--- config.mk ---
export PLATFORM = sky130hd
export DESIGN_NAME = button_gesture_classifier
export DESIGN_NICKNAME = d
export VERILOG_FILES = /design/src/hdl/bgc_pkg.sv /design/src/hdl/button_gesture_classifier.sv
export SDC_FILE = /design/constraint.sdc
export NUM_CORES = 1
export LEC_CHECK = 0
export ABC_AREA = 1
export BUFFER_PORTS_ARGS = -buffer_cell sky130_fd_sc_hd__buf_2
export CORE_MARGIN = 4
export CORE_UTILIZATION = 25
export CTS_CLUSTER_SIZE = 30
export DETAILED_ROUTE_END_ITERATION = 8
export GPL_TIMING_DRIVEN = 0
export PLACE_DENSITY = 0.39
export SLEW_MARGIN = 20
export SYNTH_ARGS = -nofsm -noshare
export SYNTH_HDL_FRONTEND = slang
export SYNTH_SLANG_ARGS = --single-unit
--- constraint.sdc ---
create_clock -name clock -period 4.8 [get_ports clock]
set_input_delay 1.44 -clock clock [delete_from_list [all_inputs] [get_ports clock]]
set_output_delay 1.44 -clock clock [all_outputs]
set_load 0.01 [all_outputs]
--- src/hdl/bgc_pkg.sv ---
// types and constants shared by the button gesture classifier
package bgc_pkg;

   typedef logic [1:0]  req_code_type;
   typedef logic [2:0]  gesture_type;
   typedef logic [1:0]  csr_index_type;
   typedef logic [15:0] csr_data_type;
   typedef logic [31:0] time_type;

   // request codes
   localparam req_code_type REQ_SAMPLE = 2'd0;
   localparam req_code_type REQ_POLL   = 2'd1;
   localparam req_code_type REQ_RESYNC = 2'd2;

   // gesture codes
   localparam gesture_type GESTURE_NONE   = 3'd0;
   localparam gesture_type GESTURE_SHORT  = 3'd1;
   localparam gesture_type GESTURE_DOUBLE = 3'd2;
   localparam gesture_type GESTURE_LONG   = 3'd3;
   localparam gesture_type GESTURE_REPEAT = 3'd4;

   // register indexes
   localparam csr_index_type CSR_LONG_PRESS   = 2'd0;
   localparam csr_index_type CSR_DOUBLE_PRESS = 2'd1;
   localparam csr_index_type CSR_REPEAT       = 2'd2;

   // register reset values
   localparam csr_data_type LONG_PRESS_RESET   = 16'd500;
   localparam csr_data_type DOUBLE_PRESS_RESET = 16'd300;
   localparam csr_data_type REPEAT_RESET       = 16'd100;

endpackage

--- src/hdl/button_gesture_classifier.sv ---
// button gesture classifier top level: short, double, long and repeat press detection
//
// Takes one timestamped button item per cycle while the output side does not stall, and
// returns one gesture per item. An accepted item is held in an input register, then a single
// compute stage (wrapping 32-bit subtractions and compares against the press, release and
// repeat times) updates the gesture state and loads the result register, from which the
// result is taken. The input side stalls only while the result register holds an item that
// the output side is stalling.
module button_gesture_classifier (
   input  logic                  clock,
   input  logic                  reset,
   input  logic                  req_valid,
   output logic                  req_stall,
   input  bgc_pkg::req_code_type req_type,
   input  logic                  req_button_down,
   input  bgc_pkg::time_type     req_now_ms,
   output logic                  rsp_valid,
   input  logic                  rsp_stall,
   output bgc_pkg::gesture_type  rsp_gesture,
   input  logic                  csr_write,
   input  bgc_pkg::csr_index_type csr_index,
   input  bgc_pkg::csr_data_type csr_data
);

   // configuration
   bgc_pkg::csr_data_type long_press_ff;
   bgc_pkg::csr_data_type double_press_ff;
   bgc_pkg::csr_data_type repeat_ff;

   // input register
   logic                  in_valid_ff;
   bgc_pkg::req_code_type in_type_ff;
   logic                  in_down_ff;
   bgc_pkg::time_type     in_now_ff;

   // gesture state
   logic              level_held_ff, level_held_in;
   logic              long_sent_ff, long_sent_in;
   logic              short_pending_ff, short_pending_in;
   bgc_pkg::time_type press_time_ff, press_time_in;
   bgc_pkg::time_type release_time_ff, release_time_in;
   bgc_pkg::time_type next_repeat_ff, next_repeat_in;

   // result register
   logic                 out_valid_ff;
   bgc_pkg::gesture_type gesture_ff, gesture_in;

   logic              advance;
   bgc_pkg::time_type since_press;
   bgc_pkg::time_type since_release;
   bgc_pkg::time_type since_repeat;
   bgc_pkg::time_type now_plus_repeat;
   logic              long_elapsed;
   logic              double_elapsed;
   logic              repeat_reached;
   logic              poll_fires;

   assign advance   = !(out_valid_ff && rsp_stall);
   assign req_stall = in_valid_ff && !advance;

   assign rsp_valid   = out_valid_ff;
   assign rsp_gesture = gesture_ff;

   always_ff @(posedge clock) begin
      if (reset) begin
         long_press_ff   <= bgc_pkg::LONG_PRESS_RESET;
         double_press_ff <= bgc_pkg::DOUBLE_PRESS_RESET;
         repeat_ff       <= bgc_pkg::REPEAT_RESET;
      end else if (csr_write) begin
         case (csr_index)
            bgc_pkg::CSR_LONG_PRESS:   long_press_ff   <= csr_data;
            bgc_pkg::CSR_DOUBLE_PRESS: double_press_ff <= csr_data;
            bgc_pkg::CSR_REPEAT:       repeat_ff       <= csr_data;
            default: ;
         endcase
      end
   end

   always_ff @(posedge clock) begin
      if (reset) begin
         in_valid_ff <= 1'b0;
      end else if (!req_stall) begin
         in_valid_ff <= req_valid;
      end
   end

   always_ff @(posedge clock) begin
      if (!req_stall) begin
         in_type_ff <= req_type;
         in_down_ff <= req_button_down;
         in_now_ff  <= req_now_ms;
      end
   end

   // wrapping time differences
   assign since_press     = in_now_ff - press_time_ff;
   assign since_release   = in_now_ff - release_time_ff;
   assign since_repeat    = in_now_ff - next_repeat_ff;
   assign now_plus_repeat = in_now_ff + {16'd0, repeat_ff};
   assign long_elapsed    = since_press >= {16'd0, long_press_ff};
   assign double_elapsed  = since_release >= {16'd0, double_press_ff};
   assign repeat_reached  = !since_repeat[31];
   assign poll_fires      = short_pending_ff && double_elapsed;

   always_comb begin
      level_held_in    = level_held_ff;
      long_sent_in     = long_sent_ff;
      short_pending_in = short_pending_ff;
      press_time_in    = press_time_ff;
      release_time_in  = release_time_ff;
      next_repeat_in   = next_repeat_ff;
      gesture_in       = bgc_pkg::GESTURE_NONE;
      case (in_type_ff)
         bgc_pkg::REQ_SAMPLE: begin
            if (in_down_ff != level_held_ff) begin
               level_held_in = in_down_ff;
               if (in_down_ff) begin
                  press_time_in  = in_now_ff;
                  long_sent_in   = 1'b0;
                  next_repeat_in = in_now_ff;
               end else if (!long_sent_ff) begin
                  if (short_pending_ff && !double_elapsed) begin
                     short_pending_in = 1'b0;
                     gesture_in       = bgc_pkg::GESTURE_DOUBLE;
                  end else begin
                     // an unpolled pending press is dropped here
                     short_pending_in = 1'b1;
                     release_time_in  = in_now_ff;
                  end
               end
            end else if (level_held_ff && !long_sent_ff && long_elapsed) begin
               long_sent_in   = 1'b1;
               next_repeat_in = now_plus_repeat;
               gesture_in     = bgc_pkg::GESTURE_LONG;
            end else if (level_held_ff && long_sent_ff && repeat_ff != '0 && repeat_reached) begin
               next_repeat_in = now_plus_repeat;
               gesture_in     = bgc_pkg::GESTURE_REPEAT;
            end else if (poll_fires) begin
               short_pending_in = 1'b0;
               gesture_in       = bgc_pkg::GESTURE_SHORT;
            end
         end
         bgc_pkg::REQ_POLL: begin
            if (poll_fires) begin
               short_pending_in = 1'b0;
               gesture_in       = bgc_pkg::GESTURE_SHORT;
            end
         end
         bgc_pkg::REQ_RESYNC: begin
            level_held_in    = in_down_ff;
            long_sent_in     = 1'b0;
            short_pending_in = 1'b0;
            press_time_in    = in_now_ff;
            release_time_in  = in_now_ff;
            next_repeat_in   = in_now_ff;
         end
         default: ;
      endcase
   end

   // state moves only when the item leaves for the result register
   always_ff @(posedge clock) begin
      if (reset) begin
         level_held_ff    <= 1'b0;
         long_sent_ff     <= 1'b0;
         short_pending_ff <= 1'b0;
         press_time_ff    <= '0;
         release_time_ff  <= '0;
         next_repeat_ff   <= '0;
      end else if (in_valid_ff && advance) begin
         level_held_ff    <= level_held_in;
         long_sent_ff     <= long_sent_in;
         short_pending_ff <= short_pending_in;
         press_time_ff    <= press_time_in;
         release_time_ff  <= release_time_in;
         next_repeat_ff   <= next_repeat_in;
      end
   end

   always_ff @(posedge clock) begin
      if (reset) begin
         out_valid_ff <= 1'b0;
      end else if (advance) begin
         out_valid_ff <= in_valid_ff;
      end
   end

   always_ff @(posedge clock) begin
      if (in_valid_ff && advance) begin
         gesture_ff <= gesture_in;
      end
   end

endmodule
==> reports/results.ini <==
[outcome]
status = completed

[floorplan]
die_h_um = 251
die_w_um = 251
core_um2 = 58100
row_count = 88
start_util_pct = 25.5
io_pins = 63
die_area_um2 = 63200

[clock_tree]
root_buffer = clkbuf_16
htree_num_levels = 4
cts.path.max_buffers = 2
numCtsBuffers = 17
cts_tree = built
worstSkewPairLatency_ns = 0.47
clock_sink_count = 187
cts.clk_slew.worst_paths_ns = 0.08

[yosys]
synthTopCellsByCount = 769 x nand2_1, 442 x inv_1, 260 x nor2_1, 156 x a21oi_1, 149 x dfxtp_1
synth_edf_count = 38
synthFlopType = dfxtp_1
synth_top_cells_by_area = dfxtp_1 20%, nand2_1 19%, ha_1 12%
synth-seq-cells = 187
synth_nets = 2583
synth_top_area_share_pct = 20.1
avgSynthCellArea_um2 = 6.23
ys_types = 43
ys_warn_count = 0
async_reset_ff_share_pct = 0
post-synth-top-count-cell = nand2_1
synth_top_area_cell = dfxtp_1
netlist_area_um2 = 14800
synth_cells = 2377
ys_seq_area_share_pct = 27.8

[cells_and_area]
nNetsFinal = 2677
drive_gt1_share_pct = 6.44
fin_area_um2 = 16800
syn2layout_area_growth_pct = 13.3
diodes = 0

[critical_path]
crit_family = simple AND/OR/NAND/NOR gates
max_stage_delay_ns = 0.62
start_kind = register
worstPathCellList = ha_1, nand2_1, nor2_1, nand4_1, nand3_1, xor2_1, ha_1, a21oi_1, o31a_1, nand2_1, nand2_1, nand2_1, nor2_1, nand2_1, nor2_1, nand2_2, nand2_1, nand2_2, nand2_4, nand2_4, buf_2, nor2_1, nor2_1
crit_buf_inv = 1
slowest_stage = edfxtp_1
required_ns = 5.16
crit_type = reg -> reg
end_kind = register
cp_data_arrival_time_ns = 4.78
reg2reg_depth = 23
crit_top_cell = nand2_1
r2r_setup_slack_ns = 0.38
r2r-start = in_now_ff[10]
r2r-end = next_repeat_ff[26]
cp_max_fo = 10

[sta]
fin_crit_sh_pct = 92.1
setup_viol_count_final = 0
tns_ns = 0
grt_setup_unrepaired = false
max_slew_margin_pct = 35.4
finClkSkew_ns = 0.0135
fmax_mhz = 226
tightest_slew_ns = 0.962
slew_viol_final = 0
timing.final.hold_violations = 0
period_minus_slack_ns = 4.42

[hold_path]
hold_start = press_time_ff[19]
hold_path_end = press_time_ff[19]
holdPathStages = 2
hp-class = reg -> reg

[drt]
via_per_inst = 4.35
routedWlPerCell_um = 15.2
drtPass1Iterations = 5
num_vias = 14100
drcViolationCount = 0
drtIter0Drc = 682
finalWirelength_um = 49400
antenna_left = 0

[job]
drv_cap = 0

[placed_design]
io_buffers = 61
hpwlAfterDp_um = 42000
placed_area_um2 = 16100
place_congestion = 0.874

[global_route]
track_usage_pct = 15.7
grt.overflow.total = 0
grt_max_degree = 23
grt_pass1_vias = 13800
antenna_found_initial = 0
grt_pass1_wl_um = 77100

[power_and_ir_drop]
powerDensity_nw_per_um2 = 286
peakVddDrop_uv = 264
power.leakage_nw = 8.42

## power breakdown
group	total [mW]	switching, mW	internal [mW]
combinational	1.56	1.01	0.549
sequential	1.78	0.0849	1.70
clock	1.46	0.722	0.736
## metal layers
metal,wire length (um),global-route usage (%),vias to the layer above,part of all wire (%)
met2,22700,26.6,175,46
li1,-,-,7578,-
met1,24400,21.1,6317,49
met4,1090,4.33,0,2.2
met5,0,0,-,0
met3,1220,1.76,50,2.5
## worst max-delay path by stage
stage / startpoint / cells after the start / endpoint
6_report: in_now_ff[10] / 23 / next_repeat_ff[26]
5_1_grt: in_now_ff[7] / 24 / release_time_ff[10]
4_1_cts: in_now_ff[0] / 29 / next_repeat_ff[26]
3_5_place_dp: in_now_ff[0] / 29 / next_repeat_ff[26]
3_3_place_gp: in_now_ff[0] / 29 / next_repeat_ff[25]
2_1_floorplan: in_now_ff[0] / 29 / next_repeat_ff[12]
## through the flow
stage / utilization (%) / worst slack (ns) / hold WS (ns) / power [mW] / std cells
floorplan: - / 1.43 / 0.427 / 2.91 / 2377
global placement: 27.6 / 0.156 / 0.441 / 3.37 / 3203
detailed placement: 27.7 / 0.170 / 0.450 / 3.38 / 3204
CTS: 28.7 / 0.154 / 0.461 / 4.87 / 3236
global route: 28.9 / 0.00596 / 0.481 / 5.19 / 3249
finish: 28.9 / 0.378 / 0.456 / 4.80 / 3249
## registers in the layout, summed over array words and instances (netlist names)
register and cells:
long_press_ff 16, in_valid_ff 1, long_sent_ff 1, in_type_ff 2, level_held_ff 1, rsp_valid 1
in_now_ff 32, short_pending_ff 1, rsp_gesture 3, repeat_ff 16, double_press_ff 16, in_down_ff 1
press_time_ff 32, release_time_ff 32, next_repeat_ff 32
## repair_timing
item | in CTS | in global routing
hold buffers | 0 | 0
resized for setup | 0 | 4
setup buffers | 0 | 13
hold endpoints to repair | 0 | 0
endpoints found under the setup margin | 0 | 64
## cells in the final DEF (no fill, tap or decap), types with 5 or more instances in the layout
master,n
ha_1,144
a21oi_1,156
o21bai_1,7
inv_2,9
buf_2,70
nand2_2,5
nor4_1,6
nor2_2,9
xnor2_1,6
nand3_1,81
buf_6,6
inv_1,440
nand4_1,33
nor2_1,260
clkbuf_1,31
nand3b_1,7
inv_6,6
nor3_1,17
buf_4,14
xor2_1,50
edfxtp_1,38
dfxtp_1,149
nand2_1,768
o211ai_1,13
a211oi_1,5
o21ai_0,87
clkbuf_16,17
## final cells by class
type	count	area (um^2)
plain buffers	48	240
clock buffers	17	425
clock inverters	15	156
fillers	6634	41400
inverters	452	1700
multi-input cells	1690	8750
flip-flops and latches	187	4120
well taps	765	957
repair buffers	75	430
## worst reg2reg max path: cells and delay by family (launching register included)
kind                     cells  cell delay [ns]
adder cells (fa/ha/maj)      2             0.79
AND/OR/NAND/NOR             17             2.07
buffers and inverters        1             0.23
flip-flops                   1             0.62
AO/OA/AOI/OAI                2             0.31
XOR/XNOR                     1             0.29
## logic make-up (layout without fill, tap and decap cells)
kind of cell / after synthesis / count (layout) / share of synthesized area, %
buf+inv: 500 / 607 / 13.1
xor+xnor: 56 / 56 / 3.31
compound gates: 286 / 286 / 10.4
fa+ha+maj: 148 / 148 / 12.7
flops: 187 / 187 / 27.8
simple gates: 1200 / 1200 / 32.7
Power figures use the tool's default switching activity.
